===== config.mk =====
export PLATFORM = sky130hd
export DESIGN_NAME = firsat_cell
export DESIGN_NICKNAME = d
export VERILOG_FILES = /design/src/rtl/core/firsat_pkg.sv /design/src/rtl/core/firsat_cell.sv
export SDC_FILE = /design/constraint.sdc
export NUM_CORES = 1
export LEC_CHECK = 0
export ABC_AREA = 1
export BUFFER_PORTS_ARGS = -buffer_cell sky130_fd_sc_hd__buf_2
export CAP_MARGIN = 20
export CORE_MARGIN = 1.5
export CORE_UTILIZATION = 25
export CTS_CLUSTER_SIZE = 40
export DETAILED_ROUTE_END_ITERATION = 7
export HOLD_SLACK_MARGIN = 0.1
export PLACE_DENSITY = 0.42
export SLEW_MARGIN = 20
export SYNTH_ARGS = -nofsm -noshare
export SYNTH_HDL_FRONTEND = slang
export SYNTH_SLANG_ARGS = --single-unit

===== constraint.sdc =====
create_clock -name clk -period 6.4 [get_ports clk]
set_input_delay 0.32 -clock clk [delete_from_list [all_inputs] [get_ports clk]]
set_output_delay 0.32 -clock clk [all_outputs]
set_load 0.05 [all_outputs]

===== src/rtl/core/firsat_pkg.sv =====
// ----------------------------------------------------------------------------
// firsat_pkg
// Shared types and constants of the saturating int16 FIR filter.
// ----------------------------------------------------------------------------
package firsat_pkg;

	localparam int SAMPLE_W       = 16;
	localparam int PROD_W         = 32;
	localparam int COEF_FRAC_BITS = 15;
	localparam int TAPS_W         = 6;
	localparam int CIDX_W         = 5;

	localparam logic [TAPS_W-1:0] TAP_COUNT_RESET = 6'd21;

	// Operation codes of an input transaction
	localparam logic OP_SAMPLE = 1'b0;
	localparam logic OP_COEF   = 1'b1;

	// Register word index on the configuration port
	localparam logic REG_TAP_COUNT = 1'b0;

	typedef logic signed [SAMPLE_W-1:0] sample_t;

	localparam sample_t SAT_MAX = 16'sh7FFF;
	localparam sample_t SAT_MIN = 16'sh8000;

	typedef struct packed {
		logic              operation;
		sample_t           sample_in;
		logic              end_of_block;
		logic [CIDX_W-1:0] coef_index;
		sample_t           coef_value;
	} in_item_t;

	typedef struct packed {
		sample_t filtered_sample;
		logic    saturated;
		logic    last_of_block;
	} out_item_t;

	// Common step control broadcast to every tap cell
	typedef struct packed {
		logic step;
		logic clear;
	} step_ctrl_t;

endpackage


===== src/rtl/core/firsat_cell.sv =====
// ----------------------------------------------------------------------------
// firsat_cell
// One tap of the delay chain: holds a delay sample and a coefficient, hands
// its sample to the next cell and registers its product on every step.
// ----------------------------------------------------------------------------
module firsat_cell (
	input  logic                                clk,
	input  logic                                arst_n,
	input  firsat_pkg::step_ctrl_t              ctrl,
	input  logic                                use_tap,
	input  firsat_pkg::sample_t                 x_in,
	input  logic                                coef_we,
	input  firsat_pkg::sample_t                 coef_wdata,
	output firsat_pkg::sample_t                 x_out,
	output logic signed [firsat_pkg::PROD_W-1:0] prod_s1
);

	firsat_pkg::sample_t delay_q;
	firsat_pkg::sample_t coef_q;
	firsat_pkg::sample_t coef_eff;

	// Shift the delay sample, drop the whole chain at the end of a block, load a written coefficient
	always_ff @(posedge clk or negedge arst_n) begin
		if (!arst_n) begin
			delay_q <= '0;
			coef_q  <= '0;
		end else begin
			if (ctrl.step) begin
				delay_q <= ctrl.clear ? '0 : x_in;
			end
			if (coef_we) begin
				coef_q <= coef_wdata;
			end
		end
	end

	// Taps beyond the count in use contribute nothing
	assign coef_eff = use_tap ? coef_q : '0;

	// Product of the sample entering this tap on this step
	always_ff @(posedge clk) begin
		if (ctrl.step) begin
			prod_s1 <= coef_eff * x_in;
		end
	end

	assign x_out = delay_q;

endmodule


Word level (Yosys, flattened, before mapping)
Cells that the tools add are included.
Widths: inputs -> output; s select.
- input port bits: 38
- logic and storage cells: 6
- output and inout port bits: 48
- flip-flop bits (word level): 64
- multiply operators: 1
- muxes and demuxes: 2
- operators by type and width (cell ; number):
    $mul 16x16->32 ; 1
    $mux 16 ; 2

Logic depth before layout (Yosys ltp)
- depth after elaboration: 2
- mapped depth: 28
- depth with buffers taken out: 26

Worst setup path after synthesis
No wires, ideal clock.
- kind: input to register
- start: in use_tap
- end: reg prod_s1[31] in the netlist's numbering, data pin
- cell stages on the path: 22
- arrival: 5450 ps
- path slack: 698 ps
- required time: 6148 ps
- buffers on the path: 2
- cells stage by stage: buf_2 nand2_1 clkbuf_1 nor2_1 fa_1 fa_1 inv_1 fa_1 fa_1 fa_1 fa_1 inv_1 ha_1 nand2_1 nor2_1 nand2_1 nor3_1 nand2_2 nand3_2 inv_2 nand2_1 nand2_1
- longest elaborated chain between the ends: 2
- RTL lines (element ; RTL line ; text):
    start: declaration ; firsat_cell.sv:10 ; input logic use_tap,
    $mux 16 ; firsat_cell.sv:38 ; assign coef_eff = use_tap ? coef_q : '0;
    $mul 16x16->32 ; firsat_cell.sv:43 ; prod_s1 <= coef_eff * x_in;
    end signal: assignment ; firsat_cell.sv:43 ;
    end: declaration ; firsat_cell.sv:15 ; output logic signed [firsat_pkg::PROD_W-1:0] prod_s1
Every way passes these cells.
A chain may end at the register's enable or synchronous reset.

Worst setup path after layout
- start: reg coef_q[10]
- end: reg prod_s1[22] in the netlist's numbering, data pin
- longest elaborated chain between the ends: 2
- RTL lines (element ; RTL line ; text):
    start: declaration ; firsat_cell.sv:19 ; firsat_pkg::sample_t coef_q;
    start signal: assignment ; firsat_cell.sv:32 ; coef_q <= coef_wdata;
    $mux 16 ; firsat_cell.sv:38 ;
    $mul 16x16->32 ; firsat_cell.sv:43 ;
Every way passes these cells.

==> impl_results.md <==
* Status: completed
* Area grow syn2layout at 15.0%
* H-tree Lvls at 3
* Worst r2r dst: prod_s1[22]$_DFFE_PP_
* WHS Path Cells at 2
* Crit path to: prod_s1[22]$_DFFE_PP_
* Sequential cell area fraction in the yosys report at 0.141
* Clock skew at between 9 and 10 ps
* Setup crit end kind: flop
* Die Y at 227 um
* Boundary Pins at 86
* # DRC at 0
* GP Congestion at just under 0.9
* CTS Sinks at 64
* Post-DRT Antenna Nets at 0
* Worst-Skew Late Latency at roughly 370 ps
* CTS tree: done
* Per-cell routed wire length at 17.5 um
* First-pass GRT wire length at between 60,000 and 70,000 um
* Synthesized area at 12,500 um2
* Global route overflow at 0
* Core Region at about 49,000 um2
* Worst hold path type: in -> reg
* Slowest cell on the critical path: fa_1
* Reg clk slew, reported paths at 60 ps
* Period minus WS final at 6040 ps
* #FFs+latches synth at 64
* Met3 Use GR at 0.0289
* Post-route cell area at 14,400 um2
* Hpwl dp at 34,200 um
* Fin. max-slew vios at 0
* Largest net degree at the start of global routing at 50
* Initial antenna violation count at 0
* 1st-pass router iterations at 5
* Fin nets at 1,960
* Maximum clock frequency at 165 MHz
* Layout cells sized above 1 at 0.133
* Crit-path most repeated cell: fa_1
* Drt total wl at between 30,000 and 40,000 um
* Syn nets at 1,836
* Worst setup path startpoint: coef_q[10]$_DFFE_PN0P_
* Area after DPL at between 10,000 and 15,000 um2
* Netlist cell types at 33
* Placed Cells at approximately 2,200
* Met2 usage at 0.269
* Most common cell after layout, fill and taps aside: inv_1
* Tot GR Track Use at 0.166
* Family with the most delay on the worst path: adder cells
* Syn Area/Cell at 8.59 um2
* Cell count after synthesis at 1,454
* CTS Buf Count at 9
* Diodes inserted at 0
* Final setup viols at 0
* Via density at between 4 and 5
* Final Non-Filler Cells at around 2,200
* Reg2Reg Setup Slack at 360 ps
* Critical Path, Cell by Cell: nand2_1 -> clkinvlp_4 -> buf_4 -> nand2_1 -> fa_1 -> inv_1 -> fa_1 -> fa_1 -> fa_1 -> fa_1 -> inv_1 -> fa_1 -> inv_1 -> ha_1 -> nand2_1 -> nor2_1 -> inv_1 -> nor2_1 -> nand4_1 -> nand4_1 -> nand2_1
* Setup WS post-layout at 356 ps
* R2R Path Start: coef_q[10]$_DFFE_PN0P_
* Max cap viols at 0
* Port buffer count at 85
* Kind of critical path: reg -> reg
* WP data required at 6500 ps
* Vias in the first global route at 10,400
* R2R cell count at 21
* Drt initial violations at 439
* Die width at 227 um
* Unrepaired setup endpoints after global routing: no
* Cell depth of the worst setup path at 21
* Met1 Use GR at 0.229
* Yosys warnings at 0
* Max stage delay on crit path at ~600 ps
* Most frequent cells in the layout: inv_1, nand2_1, fa_1
* Starting density of the core at 0.254
* Post-layout util at 0.292
* Max clock buf depth at 2
* Crit path DAT at between 6000 and 7000 ps
* Period utilization at 0.944
* Via Count at 9,484
* Setup WS pre-CTS at -131 ps
* Num rows at 81
* Root buffer cell: clkbuf_16
* Max FO, Critical Path at 9
* Slew Limit Headroom at 0.468
* Fin. Hold Viols at 0
* GR peak layer: met2
* Measured slew at the worst slew-check pin at 798 ps
* Bufs and invs on worst path at 6
* Die area at 51,300 um2
* CP startpoint kind: flop
Yosys cell counts:
cell type    n  area share
nand2_2     11      0.0055
edfxtp_1    32       0.077
nand3b_1     3      0.0018
o211ai_2     1      0.0010
nand3_1     26       0.010
xor2_1      15       0.011
inv_1      381        0.11
o21bai_1     6      0.0036
o21ai_0     11      0.0044
nor2_2       7      0.0035
a21o_2       1     0.00070
nand3_2      3      0.0024
o21a_1       1     0.00060
nand2_1    276       0.083
nor3_1       8      0.0032
o22ai_1     16      0.0080
ha_1        82       0.082
nand4_1     13      0.0065
a21oi_1     22      0.0088
clkinv_1     8      0.0024
a21boi_0     1     0.00060
a21oi_2      6      0.0042
mux2_2      16       0.014
nor3_2       1     0.00080
o21ai_1      1     0.00040
dfrtp_1     32       0.064
nor2_1     176       0.053
inv_2        6      0.0018
fa_1       262        0.42
clkbuf_1    18      0.0054
xnor2_1      3      0.0021
buf_1        1     0.00030
buf_2        8      0.0032
routing by layer:
layer,up-vias,wire length [um]
li1,4496,-
met1,4795,18600
met2,167,18600
met3,26,1530
met4,0,542
met5,-,0
what timing repair did:
item | 4_1_cts | 5_1_grt
gates resized for setup | 0 | 6
hold buffers | 1 | 0
setup buffers | 0 | 6
hold endpoints to repair | 32 | 0
setup endpoints to repair | 0 | 13
flip-flops by register name (all words and copies together) (netlist names):
| name | cells |
|---|---|
| coef_q | 16 |
| x_out | 16 |
| prod_s1 | 32 |
worst reg2reg max path, stage by stage (launching register included):
cell and delay [ps]:
dfrtp_1 380, nand2_1 300, clkinvlp_4 160, buf_4 180, nand2_1 100, fa_1 540
inv_1 60, fa_1 500, fa_1 600, fa_1 470, fa_1 500, inv_1 50
fa_1 470, inv_1 50, ha_1 390, nand2_1 120, nor2_1 160, inv_1 90
nor2_1 170, nand4_1 220, nand4_1 160, nand2_1 110
worst min-delay path by stage:
stage                            endpoint  slack, ps          start
finish              coef_q[2]$_DFFE_PN0P_        170  coef_wdata[2]
global route        coef_q[1]$_DFFE_PN0P_        160  coef_wdata[1]
CTS                 coef_q[2]$_DFFE_PN0P_        140  coef_wdata[2]
detailed placement   x_out[4]$_DFFE_PN0P_        430         arst_n
global placement     x_out[2]$_DFFE_PN0P_        440         arst_n
floorplan           coef_q[0]$_DFFE_PN0P_         20         arst_n
through the flow:
| stage | hold WS, ps | TNS (ps) |
|---|---|---|
| after global placement | 435 | -1060 |
| after global routing | 155 | 0 |
| after CTS | 139 | 0 |
| after floorplan | 24.4 | 0 |
| after detailed placement | 432 | -674 |
| final | 174 | 0 |
final cells by class:
class                   instances  area (um2)
repair buffers                139         833
clock inverters                 4        45.0
well taps                     664         831
multi-input cells             968        9140
inverters                     395        1490
clock buffers                  12         246
repair inverters                1        7.51
flip-flops and latches         64        1760
fillers                      5321       34800
kinds of logic (layout without fill, tap and decap cells):
group | Yosys count | count (layout) | synth area share
compound gates | 66 | 66 | 0.0324
flops | 64 | 64 | 0.141
fa+ha+maj | 344 | 344 | 0.502
mux | 16 | 16 | 0.0144
buf+inv | 422 | 551 | 0.128
xor+xnor | 18 | 18 | 0.0126
simple gates | 524 | 524 | 0.170
Power is not shown: default switching activity piles up to over one toggle a cycle in this logic, so the estimate is an artifact.
