## src/rtl/core/firsat_pkg.sv

```systemverilog
// ----------------------------------------------------------------------------
// firsat_pkg
// Shared types and constants of the saturating int16 FIR filter.
// ----------------------------------------------------------------------------
package firsat_pkg;

	localparam int SAMPLE_W       = 16;
	localparam int PROD_W         = 32;
	localparam int COEF_FRAC_BITS = 15;
	localparam int TAPS_W         = 6;
	localparam int CIDX_W         = 5;

	localparam logic [TAPS_W-1:0] TAP_COUNT_RESET = 6'd21;

	// Operation codes of an input transaction
	localparam logic OP_SAMPLE = 1'b0;
	localparam logic OP_COEF   = 1'b1;

	// Register word index on the configuration port
	localparam logic REG_TAP_COUNT = 1'b0;

	typedef logic signed [SAMPLE_W-1:0] sample_t;

	localparam sample_t SAT_MAX = 16'sh7FFF;
	localparam sample_t SAT_MIN = 16'sh8000;

	typedef struct packed {
		logic              operation;
		sample_t           sample_in;
		logic              end_of_block;
		logic [CIDX_W-1:0] coef_index;
		sample_t           coef_value;
	} in_item_t;

	typedef struct packed {
		sample_t filtered_sample;
		logic    saturated;
		logic    last_of_block;
	} out_item_t;

	// Common step control broadcast to every tap cell
	typedef struct packed {
		logic step;
		logic clear;
	} step_ctrl_t;

endpackage

```

## src/rtl/core/firsat_tree.sv

```systemverilog
// ----------------------------------------------------------------------------
// firsat_tree
// Registered binary adder tree over the tap products, each level registered.
// ----------------------------------------------------------------------------
module firsat_tree #(
	parameter int N = 32,
	parameter int W = 37
) (
	input  logic                                 clk,
	input  logic [((N > 1) ? $clog2(N) : 1)-1:0] en,
	input  logic signed [firsat_pkg::PROD_W-1:0] leaf [N],
	output logic signed [W-1:0]                  root
);

	localparam int LV = (N > 1) ? $clog2(N) : 0;
	localparam int P  = 1 << LV;

	logic signed [W-1:0] leaf_x [P];

	// Sign-extend the products, pad the tree with zero leaves
	for (genvar j = 0; j < P; j++) begin : g_leaf
		if (j < N) begin : g_used
			assign leaf_x[j] = W'(leaf[j]);
		end else begin : g_pad
			assign leaf_x[j] = '0;
		end
	end

	if (LV == 0) begin : g_flat
		assign root = leaf_x[0];
	end else begin : g_heap
		// Heap order: node 1 is the root, node k adds nodes 2k and 2k+1
		logic signed [W-1:0] node_q [1:P-1];

		for (genvar k = 1; k < P; k++) begin : g_node
			localparam int LVL = LV - ($clog2(k + 1) - 1);
			if (2 * k >= P) begin : g_bot
				always_ff @(posedge clk) begin
					if (en[LVL-1]) begin
						node_q[k] <= leaf_x[2*k-P] + leaf_x[2*k+1-P];
					end
				end
			end else begin : g_mid
				always_ff @(posedge clk) begin
					if (en[LVL-1]) begin
						node_q[k] <= node_q[2*k] + node_q[2*k+1];
					end
				end
			end
		end

		assign root = node_q[1];
	end

endmodule

```

## config.mk

```make
export PLATFORM = sky130hd
export DESIGN_NAME = firsat_tree
export DESIGN_NICKNAME = d
export VERILOG_FILES = /design/src/rtl/core/firsat_pkg.sv /design/src/rtl/core/firsat_tree.sv
export SDC_FILE = /design/constraint.sdc
export NUM_CORES = 2
export LEC_CHECK = 0
export BUFFER_PORTS_ARGS = -buffer_cell sky130_fd_sc_hd__buf_2
export CAP_MARGIN = 10
export CORE_ASPECT_RATIO = 0.9
export CORE_MARGIN = 8
export CORE_UTILIZATION = 55
export DETAILED_ROUTE_END_ITERATION = 10
export GPL_ROUTABILITY_DRIVEN = 1
export PLACE_DENSITY = 0.83
export SETUP_SLACK_MARGIN = 0.3
export SYNTH_ARGS = -nofsm -noshare
export SYNTH_HDL_FRONTEND = slang
export SYNTH_SLANG_ARGS = --single-unit
```

## constraint.sdc

```tcl
create_clock -name clk -period 4.85 [get_ports clk]
set_input_delay 0.485 -clock clk [delete_from_list [all_inputs] [get_ports clk]]
set_output_delay 0.485 -clock clk [all_outputs]
set_load 0.05 [all_outputs]
```

* Word-level counts from Yosys, hierarchy flattened *
Memory sizes are Yosys's and may differ from the RTL's.
Cells that the tools add are included.

storage, ports and cells
  flip-flop bits (word level) = 0
  bits in latches = 0
  bits in writable memories = 1147
  ROM bits = 0
  bits of input ports = 1030
  output and inout bits = 37
  logic and storage cells = 42
  memories kept = 1

operators by class
  add/sub/neg operators = 31
  multipliers = 0
  div/mod/pow operators = 0
  order comparisons = 0
  equality and inequality tests = 0
  shift operators = 0
  mux-type cells = 10
  bitwise logic cells = 0
  reductions and logical operators = 0

memories
  memory         depth  bits a word  read ports  clocked after memory_dff  wr ports  line               RTL
  g_heap.node_q  31     37           31          0                         31        firsat_tree.sv:33  logic signed [W-1:0] node_q [1:P-1];

operators with widths
  kind            number
  $add 37x37->37  15
  $add 32x32->33  16
  $mux 1          10

* Longest topological paths before layout *
  depth in word-level cells = 2
  mapped depth = 12
  depth with buffers taken out = 12

* Least setup slack after synthesis *
No wires, ideal clock.

  path type = in2reg
  start = input port leaf[704] (netlist bit)
  end = register g_heap.node_q[0][770] (netlist name)
  setup time = 0.263 ns
  data arrival time = 3.149 ns
  slack = 1.438 ns
  cell stages on the path = 12
  cells stage by stage = ha_1 > fa_1 > a21o_1 > a21oi_1 > nor2b_1 > o21ai_1 > a311oi_1 > o31ai_1 > a311oi_1 > a311o_1 > a311oi_1 > xnor2_1

RTL lines
  what                line               RTL
  start: declaration  firsat_tree.sv:11  input logic signed [firsat_pkg::PROD_W-1:0] leaf [N],

==> results.sh <==
export IMPL_synth_area_per_cell_um2=10.10
export IMPL_critPathMaxFanout=3
export IMPL_cts_tree="yes"
export IMPL_syn_nets=10402
export IMPL_drc_errors=0
export IMPL_detailed_place_hpwl_um=209600
export IMPL_grt_start_max_net_pins=145
export IMPL_critical_path_most_common_cell="o21ai_0"
export IMPL_antenna_found_initial=17
export IMPL_place_ws_ns=0.6249
export IMPL_rsz0062_at_grt="no"
export IMPL_cap_violations=0
export IMPL_drive_above_1_share_pct=14.53
export IMPL_yosysSeqAreaShare_pct=38.75
export IMPL_fin_ws_ns=0.7547
export IMPL_finalCritPeriodShare_pct=84.44
export IMPL_maxSlewViolCount=0
export IMPL_die_area_um2=165400
export IMPL_synth_ff_type="edfxtp_1"
export IMPL_critPathLaunchType="flop"
export IMPL_wl_per_cell_um=22.19
export IMPL_cts_hold_buffers=1
export IMPL_cts_path_max_buffers=3
export IMPL_synth_cells=8313
export IMPL_ir_drop_v=0.0003496
export IMPL_multi_input_area_um2=49630
export IMPL_path_cells="ha_1 -> fa_1 -> a21o_1 -> a21oi_1 -> o21bai_1 -> a41oi_1 -> o21ai_0 -> a31oi_1 -> o21ai_0 -> a211oi_1 -> o221ai_1 -> xor2_1"
export IMPL_largest_register="g_heap.node_q"
export IMPL_die_w_um=427.8
export IMPL_synth_area_top_cells="edfxtp_1, ha_1, xnor2_1, a21oi_1, a21o_1"
export IMPL_die_y_um=386.6
export IMPL_viasPerCell=6.089
export IMPL_wl_met3_um=16160
export IMPL_clk_pin_slew_worst_paths_ns=0.06
export IMPL_start_util_pct=55.17
export IMPL_crit_path_top_delay_cell="a211oi_1"
export IMPL_tightestPinTransition_ns=1.135
export IMPL_final_seq_area_um2=32520
export IMPL_cpPeakStageDelay_ns=0.54
export IMPL_io_pins=1067
export IMPL_htree_levels=3
export IMPL_fmax_mhz=244.2
export IMPL_ys_warn_count=0
export IMPL_totalWireLength_um=254500
export IMPL_overflow=0
export IMPL_syn2layout_area_growth_pct=13.52
export IMPL_postRouteAntennaNets=0
export IMPL_biggestRegsByFlops="g_heap.node_q x1083"
export IMPL_place_congestion=0.9951
export IMPL_maxSlewHeadroom_pct=23.35
export IMPL_final_setup_tns_ns=0
export IMPL_p_leak_nw=41.91
export IMPL_fillers=12378
export IMPL_nets=11453
export IMPL_cts_made_buffers=112
export IMPL_postCtsSetupBuffers=0
export IMPL_cts_resized=0
export IMPL_ys_ff_latch=1083
export IMPL_grt_pass1_vias=68438
export IMPL_met2_length_um=121800
export IMPL_synth_edff_count=1083
export IMPL_crit_type="flop to flop"
export IMPL_largest_reg_flops=1083
export IMPL_critical_path_top_delay_family="compound AO/OA/AOI/OAI gates"
export IMPL_gr_usage_all_layers_pct=29.28
export IMPL_synthesis_area_um2=83920
export IMPL_grt_pass1_wl_um=385400
export IMPL_core_um2=152100
export IMPL_hp_class="primary input to flop"
export IMPL_top_layer="met5"
export IMPL_powerDensity_nw_per_um2=569.7
export IMPL_clk_latency_ns=0.73
export IMPL_cp_data_arrival_time_ns=4.55
export IMPL_synthArstFlopShare_pct=0
export IMPL_endpoint_kind="flop"
export IMPL_yosys_area_top_type="edfxtp_1"
export IMPL_drtIter0Drc=6189
export IMPL_ys_types=84
export IMPL_num_vias=69849
export IMPL_root_buffer="clkbuf_16"
export IMPL_required_ns=5.31
export IMPL_status="complete, no violations"
export IMPL_hold_viol=0
export IMPL_io_buffers=1066
export IMPL_cts_sinks=1083
export IMPL_first_pass_iters=6
export IMPL_met1_length_um=105600
export IMPL_finClkSkew_ns=0.02853
export IMPL_synth_top_area_share_pct=38.75
export IMPL_path_buf_inv=0
export IMPL_power_mw=54.27
export IMPL_fin_crit_ns=4.095
export IMPL_setup_viol=0
export IMPL_num_rows=136
## routing by layer
metal	vias up	global-route usage (%)
li1	33613	-
met1	33099	37.79
met2	2617	49.77
met3	518	4.032
met4	2	11.43
met5	-	0
## metrics by stage
stage               cell area [um2]  hold slack, ns  std cells  utilization [%]
detailed placement            91340          0.5376      11250            60.04
finish                        95270         0.06084      11472            62.62
CTS                           95240         0.02061      11462            62.61
global route                  95270         0.04202      11472            62.62
floorplan                     83920          0.5128       8313                -
global placement              91340          0.5351      11250            60.04
## cell usage after synthesis (25+ instances only)
| master | instances |
|---|---|
| o211ai_1 | 60 |
| nor2b_1 | 130 |
| ha_1 | 1028 |
| nand2b_1 | 142 |
| and3_1 | 93 |
| a221oi_1 | 28 |
| a211oi_1 | 51 |
| a21oi_1 | 907 |
| fa_1 | 31 |
| inv_1 | 273 |
| a311oi_1 | 25 |
| nor3_1 | 127 |
| a31o_2 | 29 |
| xnor2_1 | 601 |
| a21o_1 | 592 |
| a211o_1 | 25 |
| xor2_1 | 302 |
| o21bai_1 | 171 |
| clkbuf_1 | 123 |
| o21a_1 | 105 |
| a41oi_1 | 25 |
| nor2_1 | 543 |
| and2_1 | 42 |
| or3_1 | 31 |
| edfxtp_1 | 1083 |
| nand3b_1 | 39 |
| o31ai_1 | 37 |
| nand4_1 | 103 |
| buf_4 | 37 |
| nand3_1 | 178 |
| a31oi_1 | 88 |
| nand2_1 | 445 |
| o21ai_0 | 467 |
## area by class of cell
cell class                 count  area share (%)
timing repair buffer        1099           5.956
clock buffer                 127           3.068
multi-input combinational   6795           52.09
inverter                     273           1.076
sequential                  1083           34.14
clock inverter                84           1.015
tap                         2001           2.628
antenna                       10         0.02627
## layout by cell type (no fill, tap or decap), drive strengths merged, types with 178 or more instances in the layout
master  count
buf      1098
edfxtp   1083
ha       1028
a21oi     910
xnor2     601
a21o      592
nor2      543
o21ai     480
nand2     445
xor2      302
inv       281
nand3     178
## path summary, 6_finish.rpt
| kind | slack (ns) | cells past startpoint | from | to |
|---|---|---|---|---|
| worst min-delay path | 0.06 | 2 | leaf[32] | g_heap.node_q[0][1147]$_DFFE_PP_ |
| worst min register to register | 0.55 | 1 | g_heap.node_q[0][111]$_DFFE_PP_ | g_heap.node_q[0][37]$_DFFE_PP_ |
| worst max-delay path | 0.75 | 12 | g_heap.node_q[0][888]$_DFFE_PP_ | g_heap.node_q[0][472]$_DFFE_PP_ |
| worst max register to register | 0.75 | 12 | g_heap.node_q[0][888]$_DFFE_PP_ | g_heap.node_q[0][472]$_DFFE_PP_ |
## worst register-to-register path, stage by stage, from the launching register on
cell and delay, ns:
edfxtp_1 0.37, ha_1 0.23, fa_1 0.40, a21o_1 0.19
a21oi_1 0.29, o21bai_1 0.17, a41oi_1 0.37, o21ai_0 0.20
a31oi_1 0.37, o21ai_0 0.28, a211oi_1 0.54, o221ai_1 0.25
xor2_1 0.18
## kinds of logic after synthesis
group | share of synthesized area, %
compound gates | 22.03
xor+xnor | 9.424
fa+ha+maj | 16.07
buf+inv | 2.114
flops | 38.75
mux | 0.1834
simple gates | 11.43
## power breakdown
group	leakage [nW]	switching [mW]	internal, mW	total (mW)
Clock	1.89	3.77	5.40	9.16
Sequential	10.6	1.71	15.1	16.8
Combinational	29.4	16.9	11.5	28.3
Total	41.9	22.3	31.9	54.3
Note: power is estimated with default switching activity, not from simulation.
